==> src/hw/rtl/pets_pkg.sv <==
// Shared types, constants and helper functions of the priority epoch thread scheduler.
`timescale 1ns / 1ps
package pets_pkg;

	// Table and list geometry.
	localparam int MAX_THREADS = 16;
	localparam int SLOT_W      = $clog2(MAX_THREADS);
	localparam int PRIO_LEVELS = 15;
	localparam int LVL_W       = $clog2(PRIO_LEVELS);
	localparam int NUM_LISTS   = 2 * PRIO_LEVELS;
	localparam int LIST_W      = $clog2(NUM_LISTS);

	// Reset quantum of the register and of the first thread.
	localparam logic [7:0] DEF_QUANT = 8'd5;

	// Division of the sleep time by ten: multiply by a reciprocal and shift.
	// The result is exact for every 16-bit operand.
	localparam logic [15:0] DIV_MUL   = 16'd52429;
	localparam int          DIV_SHIFT = 19;
	localparam int          TICKS_W   = 32 - DIV_SHIFT;

	// Command codes.
	typedef enum logic [2:0] {
		CMD_CREATE = 3'd0,
		CMD_TICK   = 3'd1,
		CMD_YIELD  = 3'd2,
		CMD_SLEEP  = 3'd3,
		CMD_EXIT   = 3'd4,
		CMD_NICE   = 3'd5
	} cmd_t;

	// Status codes.
	localparam logic [1:0] STAT_OK   = 2'd0;
	localparam logic [1:0] STAT_IDLE = 2'd1;
	localparam logic [1:0] STAT_FULL = 2'd2;
	localparam logic [1:0] STAT_DONE = 2'd3;

	// One entry of the thread table memory.
	typedef struct packed {
		logic [LVL_W-1:0]   base;
		logic [LVL_W-1:0]   cur;
		logic [7:0]         quant;
		logic signed [5:0]  nice;
		logic [31:0]        wake;
	} thr_entry_t;

	// Clamp base plus nice to the level range.
	function automatic logic [LVL_W-1:0] clamp_sum(logic [LVL_W-1:0] base,
		logic signed [5:0] nice);
		logic signed [7:0] sum;
		sum = $signed({4'b0000, base}) + $signed({{2{nice[5]}}, nice});
		if (sum < 0) begin
			return '0;
		end else if (sum > 8'sd14) begin
			return LVL_W'(PRIO_LEVELS - 1);
		end
		return sum[LVL_W-1:0];
	endfunction

	// Clamp a signed priority request to the level range.
	function automatic logic [LVL_W-1:0] clamp_req(logic signed [5:0] req);
		if (req[5]) begin
			return '0;
		end else if (req > 6'sd14) begin
			return LVL_W'(PRIO_LEVELS - 1);
		end
		return req[LVL_W-1:0];
	endfunction

	// List index of a level in a bank.
	function automatic logic [LIST_W-1:0] list_idx(logic bank, logic [LVL_W-1:0] lvl);
		return bank ? (LIST_W'(lvl) + LIST_W'(PRIO_LEVELS)) : LIST_W'(lvl);
	endfunction

endpackage

==> src/hw/rtl/priority_epoch_thread_scheduler_unit.sv <==
// Top level of the priority epoch thread scheduler.
`timescale 1ns / 1ps
// Path from the accepting edge to the result register: create and ignored commands go
// straight to it, set nice adds a charge, yield and sleep a charge and a dispatch, exit
// a dispatch, tick a 16-entry scan first. A dispatch that must follow a list link adds
// a head update; output stalls add more. Throughput: one request at a time; the next is
// taken in the idle state entered once the result is loaded. Before the first request,
// an init state writes thread 0. Reset leaves thread 0 running, quantum register at 5.
module priority_epoch_thread_scheduler_unit (
	input  logic        clk,
	input  logic        arst_n,
	input  logic        cfg_wr_en,
	input  logic [7:0]  cfg_wr_data,
	input  logic        in_valid,
	output logic        in_stall,
	input  logic [2:0]  cmd,
	input  logic signed [5:0] priority_req,
	input  logic signed [5:0] nice_value,
	input  logic [15:0] sleep_time,
	output logic        out_valid,
	input  logic        out_stall,
	output logic [3:0]  running_thread,
	output logic        running_valid,
	output logic [1:0]  status,
	output logic [3:0]  created_slot,
	output logic [3:0]  new_priority
);

	localparam int SW = pets_pkg::SLOT_W;
	localparam int LW = pets_pkg::LVL_W;
	localparam int IW = pets_pkg::LIST_W;
	localparam int NL = pets_pkg::NUM_LISTS;
	localparam int NT = pets_pkg::MAX_THREADS;
	localparam int PL = pets_pkg::PRIO_LEVELS;
	localparam int TICKS_SEL = pets_pkg::TICKS_W;

	typedef enum logic [2:0] {
		S_INIT, S_IDLE, S_EXEC, S_TSCAN, S_CHG, S_DISP, S_POPW, S_FIN
	} state_t;

	state_t state_q;
	pets_pkg::cmd_t cmd_q;
	logic signed [5:0] prio_q, nice_q;
	logic [31:0] prod_q;
	logic [7:0] dq_q;
	logic [NT-1:0] use_q, sleep_q;
	logic [NL-1:0] ne_q;
	logic [SW-1:0] head_q [NL];
	logic [SW-1:0] tail_q [NL];
	logic epoch_q;
	logic [31:0] tick_q;
	logic [SW-1:0] run_slot_q;
	logic run_flag_q;
	logic [SW-1:0] chk_q;
	logic [IW-1:0] pli_q;
	logic full_q;
	logic [SW-1:0] nt_q;
	logic [LW-1:0] np_q;
	logic out_valid_q;
	logic [3:0] out_thread_q, out_nt_q, out_np_q;
	logic out_run_q;
	logic [1:0] out_stat_q;

	// Memory ports.
	logic thr_we;
	logic [SW-1:0] thr_waddr, thr_raddr;
	pets_pkg::thr_entry_t thr_wdata, thr_rdata;
	logic lnk_we;
	logic [SW-1:0] lnk_waddr, lnk_raddr, lnk_wdata, lnk_rdata;

	pets_ram #(.Width($bits(pets_pkg::thr_entry_t)), .Depth(NT)) u_thr_ram (
		.clk(clk), .we(thr_we), .waddr(thr_waddr), .wdata(thr_wdata),
		.raddr(thr_raddr), .rdata(thr_rdata)
	);

	pets_ram #(.Width(SW), .Depth(NT)) u_lnk_ram (
		.clk(clk), .we(lnk_we), .waddr(lnk_waddr), .wdata(lnk_wdata),
		.raddr(lnk_raddr), .rdata(lnk_rdata)
	);

	// Lowest free slot.
	logic free_found;
	logic [SW-1:0] free_slot;
	always_comb begin
		free_found = 1'b0;
		free_slot = '0;
		for (int s = NT - 1; s >= 0; s--) begin
			if (!use_q[s]) begin
				free_found = 1'b1;
				free_slot = SW'(s);
			end
		end
	end

	// Highest priority non-empty list, swapping sets when the active set is empty.
	logic [PL-1:0] mask_a, mask_b, mask_sel;
	logic use_b, disp_found;
	logic [LW-1:0] disp_lvl;
	logic [IW-1:0] disp_li;
	always_comb begin
		for (int p = 0; p < PL; p++) begin
			mask_a[p] = ne_q[pets_pkg::list_idx(epoch_q, LW'(p))];
			mask_b[p] = ne_q[pets_pkg::list_idx(~epoch_q, LW'(p))];
		end
		use_b = (mask_a == '0);
		mask_sel = use_b ? mask_b : mask_a;
		disp_found = (mask_sel != '0);
		disp_lvl = '0;
		for (int p = PL - 1; p >= 0; p--) begin
			if (mask_sel[p]) begin
				disp_lvl = LW'(p);
			end
		end
		disp_li = pets_pkg::list_idx(use_b ? ~epoch_q : epoch_q, disp_lvl);
	end

	// Charge of the entry that was just read.
	logic refill;
	logic [LW-1:0] chg_cur;
	logic [7:0] chg_quant;
	logic [TICKS_SEL-1:0] ticks;
	logic scan_hit;
	always_comb begin
		refill = (thr_rdata.quant <= 8'd1);
		chg_cur = refill ? pets_pkg::clamp_sum(thr_rdata.base, thr_rdata.nice) : thr_rdata.cur;
		chg_quant = refill ? dq_q : (thr_rdata.quant - 8'd1);
		ticks = prod_q[31:pets_pkg::DIV_SHIFT];
		scan_hit = use_q[chk_q] && sleep_q[chk_q] && (thr_rdata.wake == tick_q);
	end

	// Memory control and list append.
	logic push_en;
	logic [IW-1:0] push_li;
	logic [SW-1:0] push_slot;
	always_comb begin
		thr_we = 1'b0;
		thr_waddr = run_slot_q;
		thr_wdata = thr_rdata;
		thr_raddr = run_slot_q;
		lnk_raddr = head_q[disp_li];
		push_en = 1'b0;
		push_li = '0;
		push_slot = run_slot_q;
		case (state_q)
			S_INIT: begin
				thr_we = 1'b1;
				thr_waddr = '0;
				thr_wdata = '{base: '0, cur: '0, quant: pets_pkg::DEF_QUANT, nice: '0,
					wake: '0};
			end
			S_EXEC: begin
				if (cmd_q == pets_pkg::CMD_CREATE && free_found) begin
					thr_we = 1'b1;
					thr_waddr = free_slot;
					thr_wdata = '{base: pets_pkg::clamp_req(prio_q),
						cur: pets_pkg::clamp_req(prio_q), quant: dq_q, nice: '0, wake: '0};
					push_en = 1'b1;
					push_li = pets_pkg::list_idx(epoch_q, pets_pkg::clamp_req(prio_q));
					push_slot = free_slot;
				end
				if (cmd_q == pets_pkg::CMD_TICK) begin
					thr_raddr = '0;
				end
			end
			S_TSCAN: begin
				thr_raddr = (chk_q == SW'(NT - 1)) ? run_slot_q : (chk_q + SW'(1));
				if (scan_hit) begin
					push_en = 1'b1;
					push_li = pets_pkg::list_idx(epoch_q, thr_rdata.cur);
					push_slot = chk_q;
				end
			end
			S_CHG: begin
				thr_we = 1'b1;
				if (cmd_q == pets_pkg::CMD_NICE) begin
					thr_wdata.nice = nice_q;
					thr_wdata.cur = pets_pkg::clamp_sum(thr_rdata.base, nice_q);
				end else begin
					thr_wdata.quant = chg_quant;
					thr_wdata.cur = chg_cur;
					if (cmd_q == pets_pkg::CMD_SLEEP) begin
						thr_wdata.wake = tick_q + 32'(ticks);
					end else begin
						push_en = 1'b1;
						push_li = refill ? pets_pkg::list_idx(~epoch_q, chg_cur)
							: pets_pkg::list_idx(epoch_q, thr_rdata.cur);
					end
				end
			end
			default: begin
			end
		endcase
		lnk_we = push_en && ne_q[push_li];
		lnk_waddr = tail_q[push_li];
		lnk_wdata = push_slot;
	end

	// Lists are kept apart from the sequencer so that each has one writer per cycle.
	always_ff @(posedge clk or negedge arst_n) begin
		if (!arst_n) begin
			ne_q <= '0;
		end else begin
			if (push_en) begin
				ne_q[push_li] <= 1'b1;
			end
			if (state_q == S_DISP && disp_found && head_q[disp_li] == tail_q[disp_li]) begin
				ne_q[disp_li] <= 1'b0;
			end
		end
	end

	// Head and tail pointers.
	always_ff @(posedge clk) begin
		if (push_en) begin
			tail_q[push_li] <= push_slot;
			if (!ne_q[push_li]) begin
				head_q[push_li] <= push_slot;
			end
		end
		if (state_q == S_POPW) begin
			head_q[pli_q] <= lnk_rdata;
		end
	end

	// Sequencer, scheduler registers and output register.
	always_ff @(posedge clk or negedge arst_n) begin
		if (!arst_n) begin
			state_q <= S_INIT;
			dq_q <= pets_pkg::DEF_QUANT;
			use_q <= NT'(1);
			sleep_q <= '0;
			epoch_q <= 1'b0;
			tick_q <= 32'd1;
			run_slot_q <= '0;
			run_flag_q <= 1'b1;
			out_valid_q <= 1'b0;
			cmd_q <= pets_pkg::CMD_CREATE;
			chk_q <= '0;
			pli_q <= '0;
			full_q <= 1'b0;
			nt_q <= '0;
			np_q <= '0;
		end else begin
			if (cfg_wr_en) begin
				dq_q <= cfg_wr_data;
			end
			if (state_q == S_FIN && (!out_valid_q || !out_stall)) begin
				out_valid_q <= 1'b1;
			end else if (out_valid_q && !out_stall) begin
				out_valid_q <= 1'b0;
			end
			case (state_q)
				S_INIT: begin
					state_q <= S_IDLE;
				end
				S_IDLE: begin
					if (in_valid) begin
						cmd_q <= pets_pkg::cmd_t'(cmd);
						full_q <= 1'b0;
						nt_q <= '0;
						np_q <= '0;
						state_q <= S_EXEC;
					end
				end
				S_EXEC: begin
					state_q <= S_FIN;
					case (cmd_q)
						pets_pkg::CMD_CREATE: begin
							if (free_found) begin
								use_q[free_slot] <= 1'b1;
								sleep_q[free_slot] <= 1'b0;
								nt_q <= free_slot;
							end else begin
								full_q <= 1'b1;
							end
						end
						pets_pkg::CMD_TICK: begin
							tick_q <= tick_q + 32'd1;
							chk_q <= '0;
							state_q <= S_TSCAN;
						end
						pets_pkg::CMD_YIELD: begin
							state_q <= run_flag_q ? S_CHG : S_DISP;
						end
						pets_pkg::CMD_SLEEP: begin
							if (run_flag_q && ticks != '0) begin
								sleep_q[run_slot_q] <= 1'b1;
								state_q <= S_CHG;
							end
						end
						pets_pkg::CMD_EXIT: begin
							if (run_flag_q) begin
								use_q[run_slot_q] <= 1'b0;
								sleep_q[run_slot_q] <= 1'b0;
								state_q <= S_DISP;
							end
						end
						pets_pkg::CMD_NICE: begin
							if (run_flag_q) begin
								state_q <= S_CHG;
							end
						end
						default: begin
						end
					endcase
				end
				S_TSCAN: begin
					if (scan_hit) begin
						sleep_q[chk_q] <= 1'b0;
					end
					chk_q <= chk_q + SW'(1);
					if (chk_q == SW'(NT - 1)) begin
						state_q <= run_flag_q ? S_CHG : S_DISP;
					end
				end
				S_CHG: begin
					if (cmd_q == pets_pkg::CMD_NICE) begin
						np_q <= pets_pkg::clamp_sum(thr_rdata.base, nice_q);
						state_q <= S_FIN;
					end else begin
						state_q <= S_DISP;
					end
				end
				S_DISP: begin
					if (use_b) begin
						epoch_q <= ~epoch_q;
					end
					if (disp_found) begin
						run_flag_q <= 1'b1;
						run_slot_q <= head_q[disp_li];
						pli_q <= disp_li;
						state_q <= (head_q[disp_li] == tail_q[disp_li]) ? S_FIN : S_POPW;
					end else begin
						run_flag_q <= 1'b0;
						run_slot_q <= '0;
						state_q <= S_FIN;
					end
				end
				S_POPW: begin
					state_q <= S_FIN;
				end
				S_FIN: begin
					if (!out_valid_q || !out_stall) begin
						state_q <= S_IDLE;
					end
				end
				default: begin
					state_q <= S_IDLE;
				end
			endcase
		end
	end

	// Request payload and sleep length product.
	always_ff @(posedge clk) begin
		if (state_q == S_IDLE && in_valid) begin
			prio_q <= priority_req;
			nice_q <= nice_value;
			prod_q <= {16'd0, sleep_time} * {16'd0, pets_pkg::DIV_MUL};
		end
	end

	// Result payload.
	always_ff @(posedge clk) begin
		if (state_q == S_FIN && (!out_valid_q || !out_stall)) begin
			out_thread_q <= run_flag_q ? 4'(run_slot_q) : 4'd0;
			out_run_q <= run_flag_q;
			out_nt_q <= 4'(nt_q);
			out_np_q <= 4'(np_q);
			if (full_q) begin
				out_stat_q <= pets_pkg::STAT_FULL;
			end else if (run_flag_q) begin
				out_stat_q <= pets_pkg::STAT_OK;
			end else if (use_q != '0) begin
				out_stat_q <= pets_pkg::STAT_IDLE;
			end else begin
				out_stat_q <= pets_pkg::STAT_DONE;
			end
		end
	end

	assign in_stall = (state_q != S_IDLE);
	assign out_valid = out_valid_q;
	assign running_thread = out_thread_q;
	assign running_valid = out_run_q;
	assign status = out_stat_q;
	assign created_slot = out_nt_q;
	assign new_priority = out_np_q;

	// The running thread is always a live slot between requests.
	a_run_in_use: assert property (@(posedge clk) disable iff (!arst_n)
		(state_q == S_IDLE && run_flag_q) |-> use_q[run_slot_q])
		else $error("running thread is not in use");

	// The running thread never sleeps between requests.
	a_run_awake: assert property (@(posedge clk) disable iff (!arst_n)
		(state_q == S_IDLE && run_flag_q) |-> !sleep_q[run_slot_q])
		else $error("running thread is asleep");

	// A good status comes only with a running thread.
	a_ok_running: assert property (@(posedge clk) disable iff (!arst_n)
		(out_valid && status == pets_pkg::STAT_OK) |-> running_valid)
		else $error("status ok without a running thread");

	// A pop that continues into a head update never empties its list.
	a_popw_nonempty: assert property (@(posedge clk) disable iff (!arst_n)
		(state_q == S_POPW) |-> ne_q[pli_q])
		else $error("head update on an empty list");

endmodule

==> src/hw/rtl/pets_ram.sv <==
// Generic single-write, single-read RAM with a registered read port.
`timescale 1ns / 1ps
module pets_ram #(
	parameter int Width = 8,
	parameter int Depth = 16
) (
	input  logic                     clk,
	input  logic                     we,
	input  logic [$clog2(Depth)-1:0] waddr,
	input  logic [Width-1:0]         wdata,
	input  logic [$clog2(Depth)-1:0] raddr,
	output logic [Width-1:0]         rdata
);

	logic [Width-1:0] mem [Depth];
	logic [Width-1:0] rdata_q;

	// Write port and registered read port.
	always_ff @(posedge clk) begin
		if (we) begin
			mem[waddr] <= wdata;
		end
		rdata_q <= mem[raddr];
	end

	assign rdata = rdata_q;

endmodule

==> config.mk <==
export PLATFORM = sky130hd
export DESIGN_NAME = priority_epoch_thread_scheduler_unit
export DESIGN_NICKNAME = d
export VERILOG_FILES = /design/src/hw/rtl/pets_pkg.sv /design/src/hw/rtl/priority_epoch_thread_scheduler_unit.sv /design/src/hw/rtl/pets_ram.sv
export SDC_FILE = /design/constraint.sdc
export NUM_CORES = 2
export LEC_CHECK = 0
export BUFFER_PORTS_ARGS = -buffer_cell sky130_fd_sc_hd__buf_4
export CORE_MARGIN = 2
export CORE_UTILIZATION = 60
export DETAILED_ROUTE_END_ITERATION = 10
export GPL_TIMING_DRIVEN = 0
export PLACE_DENSITY = 0.75
export RECOVER_POWER = 50
export SYNTH_ARGS = -nofsm -noshare
export SYNTH_HDL_FRONTEND = slang
export SYNTH_HIERARCHICAL = 1
export SYNTH_SLANG_ARGS = --single-unit
==> constraint.sdc <==
create_clock -name clk -period 11.8 [get_ports clk]
set_clock_uncertainty 0.15 [all_clocks]
set_input_delay 1.18 -clock clk [delete_from_list [all_inputs] [get_ports clk]]
set_output_delay 1.18 -clock clk [all_outputs]
set_load 0.1 [all_outputs]
* Word level (Yosys, flattened, before mapping)
Memory sizes are Yosys's and may differ from the RTL's. A register that Yosys moved wholly into a read port is not among the register bits. Cells that the tools add are included.
Operators by class: add/subtract/negate cells 10, multipliers 1, $lt $le $gt $ge 46, equal/unequal tests 31, mux-type cells 264, bitwise logic cells 13, reductions and logical operators 42
Operator list (count):
- $mux 4 | 57
- $mux 5 | 38
- $lt 5x6->1 const B | 30
- $bmux 1 s5 | 31
- $pmux 50 s3 | 1
- $mux 16 | 6
- $mux 1 | 90
- $and 16x16->16 | 4
- $mux 32 | 2
- $pmux 16 s2 | 2
- $mux 30 | 2
- $pmux 4 s2 | 7
- $mux 54 | 1
- $not 16->16 | 3
- $pmux 16 s3 | 1
- $add 32x1->32 const B | 1
- $add 32x13->32 | 1
- $eq 32x32->1 | 1
- $mul 16x16->32 const B | 1
- $or 16x16->16 | 2
- $and 30x30->30 | 1
- $not 30->30 | 1
- $or 30x30->30 | 1
- $pmux 3 s8 | 1
- other kinds (50) | 122
Word-level totals: register bits 192, bits in writable memories 1168, input port bits 44, output and inout port bits 17, word-level logic and storage cells 436, memories 4
Memory list:
- u_thr_ram.mem | words 16, bits a word 54, rd ports 1, clocked after Yosys merged registers in 1, write ports 1, RTL line pets_ram.sv:15 | logic [Width-1:0] mem [Depth];
- head_q | words 30, bits a word 4, rd ports 1, clocked after Yosys merged registers in 0, write ports 1, RTL line priority_epoch_thread_scheduler_unit.sv:48 | logic [SW-1:0] head_q [NL];
- tail_q | words 30, bits a word 4, rd ports 2, clocked after Yosys merged registers in 0, write ports 1, RTL line priority_epoch_thread_scheduler_unit.sv:49 | logic [SW-1:0] tail_q [NL];
- u_lnk_ram.mem | words 16, bits a word 4, rd ports 1, clocked after Yosys merged registers in 1, write ports 1, RTL line pets_ram.sv:15

* Logic depth before layout (Yosys ltp)
depth in word-level cells 34, depth in mapped cells 28, depth with buffers taken out 24

* Modules after synthesis
Netlist, hierarchy kept.
By module, submodules not included:
- pets_ram at u_thr_ram | instances 1, cells each 1394, area each 33443.3 um^2, sequential area each 27025.9 um^2
- priority_epoch_thread_scheduler_unit | instances 1, cells each 2919, area each 28233.3 um^2, sequential area each 11742.5 um^2
- pets_ram at u_lnk_ram | instances 1, cells each 130, area each 2666.3 um^2, sequential area each 2001.9 um^2

* Worst setup path before layout
Ideal clock, no wire load.
kind register to register, from register use_q[0], to memory u_thr_ram/mem[0][0] in the netlist's numbering, enable pin, setup time 0.532 ns, arrival 6.292 ns, data required time 11.118 ns, setup slack 4.826 ns, stages on the path, launching flop included 12, buffers on the path 3, clock period less this slack 6.974 ns, cells stage by stage dfstp_2 > clkbuf_1 > nand4_1 > nor4_1 > or4_1 > clkbuf_1 > clkbuf_1 > nor2_1 > nor2_1 > a21oi_1 > or3b_2 > nor3_1
On the way: elaborated cells between the ends (all ways) 9, classes of those cells mux: 8; reduce/logical: 1
RTL lines:
- start: declaration | RTL line priority_epoch_thread_scheduler_unit.sv:46 | logic [NT-1:0] use_q, sleep_q;
- start signal: assignment | RTL line priority_epoch_thread_scheduler_unit.sv:230 | use_q <= NT'(1);
- start signal: indexed assignment | RTL line priority_epoch_thread_scheduler_unit.sv:270 | use_q[free_slot] <= 1'b1;
- start signal: indexed assignment | RTL line priority_epoch_thread_scheduler_unit.sv:293 | use_q[run_slot_q] <= 1'b0;
- $mux 1 | RTL line priority_epoch_thread_scheduler_unit.sv:88 | if (!use_q[s]) begin
- $logic_and 1x1->1 | RTL line priority_epoch_thread_scheduler_unit.sv:152 | if (cmd_q == pets_pkg::CMD_CREATE && free_found) begin
- $mux 4 * | RTL line priority_epoch_thread_scheduler_unit.sv:152
- $pmux 4 s2 * | RTL line priority_epoch_thread_scheduler_unit.sv:144 | case (state_q)
- named net thr_waddr[3] | RTL line priority_epoch_thread_scheduler_unit.sv:66 | logic [SW-1:0] thr_waddr, thr_raddr;
- end: declaration | RTL line pets_ram.sv:15
The timed path passes the listed nets; every way through them passes the cells marked *.

* Final worst setup path
from register u_thr_ram.rdata_q[53] (netlist: u_thr_ram/rdata[53]) (read register of u_thr_ram.mem), to memory u_lnk_ram/mem[0][1] in the netlist's numbering, enable pin
On the way: elaborated cells between the ends (all ways) 20, classes of those cells add/sub: 2; order compare: 2; mux: 14; reduce/logical: 1; memory: 1
RTL lines:
- start: declaration | RTL line pets_ram.sv:16 | logic [Width-1:0] rdata_q;
- $add 5x6->7 * | RTL line pets_pkg.sv:51 | sum = $signed({4'b0000, base}) + $signed({{2{nice[5]}}, nice});
- $gt 7x5->1 | RTL line pets_pkg.sv:54 | end else if (sum > 8'sd14) begin
- $mux 1 | RTL line pets_pkg.sv:54
- $mux 1 | RTL line pets_pkg.sv:52 | if (sum < 0) begin
- $mux 4 * | RTL line pets_pkg.sv:57 | return sum[LVL_W-1:0];
- $mux 4 * | RTL line priority_epoch_thread_scheduler_unit.sv:125 | chg_cur = refill ? pets_pkg::clamp_sum(thr_rdata.base, thr_rdata.nice) : thr_rdata.cur;
- $add 4x4->5 | RTL line pets_pkg.sv:72 | return bank ? (LIST_W'(lvl) + LIST_W'(PRIO_LEVELS)) : LIST_W'(lvl);
- $mux 5 * | RTL line pets_pkg.sv:72
- $mux 5 * | RTL line priority_epoch_thread_scheduler_unit.sv:185 | push_li = refill ? pets_pkg::list_idx(~epoch_q, chg_cur)
- $mux 5 * | RTL line priority_epoch_thread_scheduler_unit.sv:181 | if (cmd_q == pets_pkg::CMD_SLEEP) begin
- $mux 5 * | RTL line priority_epoch_thread_scheduler_unit.sv:175 | if (cmd_q == pets_pkg::CMD_NICE) begin
- $pmux 5 s3 * | RTL line priority_epoch_thread_scheduler_unit.sv:144
- $mem_v2 30x4 *
- named net lnk_waddr[2] | RTL line priority_epoch_thread_scheduler_unit.sv:69 | logic [SW-1:0] lnk_waddr, lnk_raddr, lnk_wdata, lnk_rdata;
- end: declaration | RTL line pets_ram.sv:15
The timed path passes the listed nets; every way through them passes the cells marked *. The select of a mux whose other input is x is not followed.

==> results.json <==
{
  "outcome": "finished, violations left",
  "violations": "max-capacitance violations, max-slew violations",
  "clock.fmax_mhz": 115,
  "cts_tree": "built",
  "worstSetupEndpointType": "register",
  "ys_seq_area_frac": 0.634,
  "p_sw_mw": 9.77,
  "worstPathRequired_ns": 12.03,
  "dieArea_um2": 110000,
  "hold_violations": 0,
  "arrival_ns": 8.96,
  "insertion_delay_ns": 0.78,
  "peakVddDrop_mv": 0.288,
  "globalplace.congestion": 0.984,
  "overflow": 0,
  "post_cts_buffers": 0,
  "synthArstFlopShare": 0.0951,
  "pwr-share-clk": 0.191,
  "slew-limit-headroom": -2.20,
  "grt_max_degree": 87,
  "maxSlewViolCount": 506,
  "rows": 120,
  "ys_ff_latch": 1399,
  "diodes": 0,
  "vias_per_cell": 6.68,
  "initial_utilization": 0.603,
  "combPwrFrac": 0.489,
  "ys.flop_type": "edfxtp_1",
  "hold_slack_ns": 0.318,
  "htree_levels": 4,
  "finalPower_mw": 23.2,
  "p_per_area_nw_per_um2": 321,
  "detail_route.wl_per_cell_um": 28.6,
  "die_h_um": 331,
  "tightest_slew_ns": 4.81,
  "drive_above_1_share": 0.137,
  "finalCritPeriodShare": 0.740,
  "core_area_um2": 107000,
  "cp_max_fo": 10,
  "grt_pass1_wl_mm": 263,
  "synth_xor_area_frac": 0.0169,
  "post-route-drc-count": 0,
  "ant_nets": 0,
  "fin_crit_ns": 8.73,
  "slowest_delay_ns": 0.78,
  "synth_compound_area_frac": 0.0812,
  "synth.distinct_cells": 99,
  "drtPass1Iterations": 6,
  "clock-root-buffer": "clkbuf_16",
  "p_leak_nw": 25.7,
  "portBuffers": 59,
  "synth_mux_area_frac": 0.105,
  "yosys.area_share.simple": 0.0775,
  "syn-num-nets": 4734,
  "first_global_vias": 40800,
  "min-delay-path-class": "register to register",
  "syn2layout_area_growth_pct": 11.9,
  "intPower_mw": 13.4,
  "cts_buffer_depth": 3,
  "critical_path_class": "register to register",
  "antenna_found_initial": 1,
  "setup_violations": 0,
  "switching_share": 0.422,
  "setup_tns_ns": 0,
  "drt-initial-drc-count": 5773,
  "syn_area_per_cell_um2": 14.5,
  "cp_cell_sequence": "ha_1 > clkbuf_1 > inv_1 > a2111oi_0 > o21ai_0 > o32ai_1 > a22o_1 > inv_1 > ha_1 > nor2_1 > a21oi_1 > a21oi_1 > a21oi_1 > clkbuf_1 > clkbuf_1 > buf_2 > mux2i_1 > nand2_1 > o21ai_0 > o21ai_0 > o211ai_1 > o31ai_1 > or3b_2 > nor3_1",
  "cts_num_sinks": 1399,
  "ys_warn_count": 6,
  "die_w_um": 331,
  "clk_pin_slew_worst_paths_ns": 0.06,
  "fillers": 7204,
  "dp_hpwl_mm": 121,
  "vias": 41700,
  "slowest_stage": "clkbuf_1",
  "maxCapViolCount": 21,
  "seq_power_share": 0.320,
  "synthAdderAreaFrac": 0.0578,
  "drt_wl_total_mm": 178,
  "synth_top_family_by_area": "multiplexers",
  "grt_setup_unrepaired": "false",
  "nNetsFinal": 5007,
  "cts_resized": 0,
  "io-pin-count": 61,
  "holdBufCountCts": 0,
  "synth_area_um2": 64300,
  "synth-edff-count": 1208,
  "syn_inst": 4443,
  "start_kind": "register",
  "grt.total_usage": 0.324,
  "cts_buffers": 141
}
[registers in the layout, indices dropped and copies added (netlist names), 8 cells and up]
signal and count:
u_thr_ram/rdata 54, prod_q 13, ne_q 30, u_thr_ram/mem 864, head_q 120, u_lnk_ram/mem 64
use_q 16, tail_q 120, dq_q 8, sleep_q 16, tick_q 32
[power groups by stage]
stage	clock network (mW)	logic, mW	registers, mW
5_1_grt	4.64	12.0	7.45
2_1_floorplan	0	7.22	7.42
3_3_place_gp	0	10.6	7.54
6_report	4.42	11.3	7.41
4_1_cts	4.46	11.2	7.37
3_5_place_dp	0	11.1	7.47
[cell type report]
cell class | instances | area (µm²) | area share
Clock buffer | 197 | 3950 | 0.0549
Clock inverter | 63 | 621 | 0.00862
Inverter | 192 | 721 | 0.0100
Buffer | 220 | 1050 | 0.0145
Multi-Input combinational cell | 2632 | 21900 | 0.304
Tap cell | 1403 | 1760 | 0.0244
Sequential cell | 1399 | 40800 | 0.566
Timing Repair Buffer | 130 | 1270 | 0.0177
[cells in the final DEF, fill, tap and decap left out, drive strengths merged, types with 37 or more instances in the layout]
| cell type | n |
|---|---|
| edfxtp | 1208 |
| nand2 | 444 |
| clkbuf | 392 |
| nor2 | 276 |
| mux4 | 234 |
| o21ai | 220 |
| inv | 198 |
| ha | 163 |
| buf | 155 |
| a21oi | 131 |
| a22oi | 128 |
| dfrtp | 128 |
| mux2i | 104 |
| nand3 | 102 |
| fa | 84 |
| xnor2 | 66 |
| a31oi | 59 |
| xor2 | 58 |
| dfxtp | 58 |
| nor3 | 50 |
| clkinv | 49 |
| a211oi | 42 |
| and3 | 38 |
| mux2 | 37 |
[synth_stat cells, types with 10 or more instances]
library cell,n,area share
fa_1,84,0.026
and2_1,27,0.0026
o211ai_1,24,0.0028
a21o_1,20,0.0023
o21ai_0,214,0.017
buf_4,10,0.0012
dfxtp_1,58,0.018
mux4_2,220,0.077
nand2_1,443,0.026
a22oi_1,128,0.015
clkbuf_1,133,0.0078
o21bai_1,16,0.0019
and3_1,38,0.0037
xor2_1,58,0.0079
nor2b_1,31,0.0030
edfxtp_1,1208,0.56
nand3_1,101,0.0079
dfrtp_1,128,0.050
buf_6,17,0.0030
o21a_1,11,0.0013
a31oi_1,59,0.0057
nor3_1,49,0.0038
nand4_1,21,0.0020
nor2_1,275,0.016
buf_2,38,0.0030
a211oi_1,42,0.0049
xnor2_1,66,0.0090
a311oi_1,11,0.0015
nand2b_1,25,0.0024
buf_1,21,0.0012
a22o_1,19,0.0026
mux2i_1,104,0.016
nor4_1,27,0.0026
mux2_2,37,0.0065
mux4_1,14,0.0057
ha_1,163,0.032
a21oi_1,128,0.010
inv_1,192,0.011
[worst max-delay path, delay by kind of cell (launching register included)]
kind	cells	cell delay [ns]
DFF	1	0.41
and+or+nand+nor	4	1.22
adders and majority gates	2	0.59
muxes	1	0.32
AOI/OAI and AO/OA	11	3.12
buffers and inverters	6	2.51
[worst paths after layout]
path                                     startpoint                  end  slack, ns  cells after the start
worst max-delay path            u_thr_ram/rdata[53]  u_lnk_ram/mem[0][1]       3.07                     24
worst min-delay path                        np_q[0]      new_priority[0]       0.32                      0
worst max register to register  u_thr_ram/rdata[53]  u_lnk_ram/mem[0][1]       3.07                     24
worst min register to register              np_q[0]      new_priority[0]       0.32                      0
max in group asynchronous                    arst_n            use_q[15]       4.69                      2
min in group asynchronous                    arst_n              dq_q[3]       1.09                      1
[per-stage QoR]
stage / cells / area, µm² / util / setup slack (ns)
after floorplan: 4443 / 64300 / - / 4.83
after global placement: 5905 / 66500 / 0.623 / -1.27
after detailed placement: 5976 / 67800 / 0.636 / 3.45
after CTS: 6236 / 72400 / 0.678 / 3.41
after global routing: 6236 / 72000 / 0.675 / 2.90
final: 6236 / 72000 / 0.675 / 3.07
[per-layer routing]
| layer | GRT usage | wire [µm] | up-vias |
|---|---|---|---|
| li1 | - | - | 17600 |
| met5 | 0 | 0 | - |
| met4 | 0.118 | 6850 | 0 |
| met2 | 0.503 | 82600 | 2705 |
| met3 | 0.0654 | 19400 | 441 |
| met1 | 0.462 | 69300 | 21000 |
[cell families (layout without fill, tap and decap cells)]
family	count (synthesis)	in the layout
simple gates	1095	1095
compound gates	791	791
flops	1399	1399
mux	375	375
fa+ha+maj	247	247
xor+xnor	124	124
buf+inv	412	802
(Power assumes the default switching activity.)
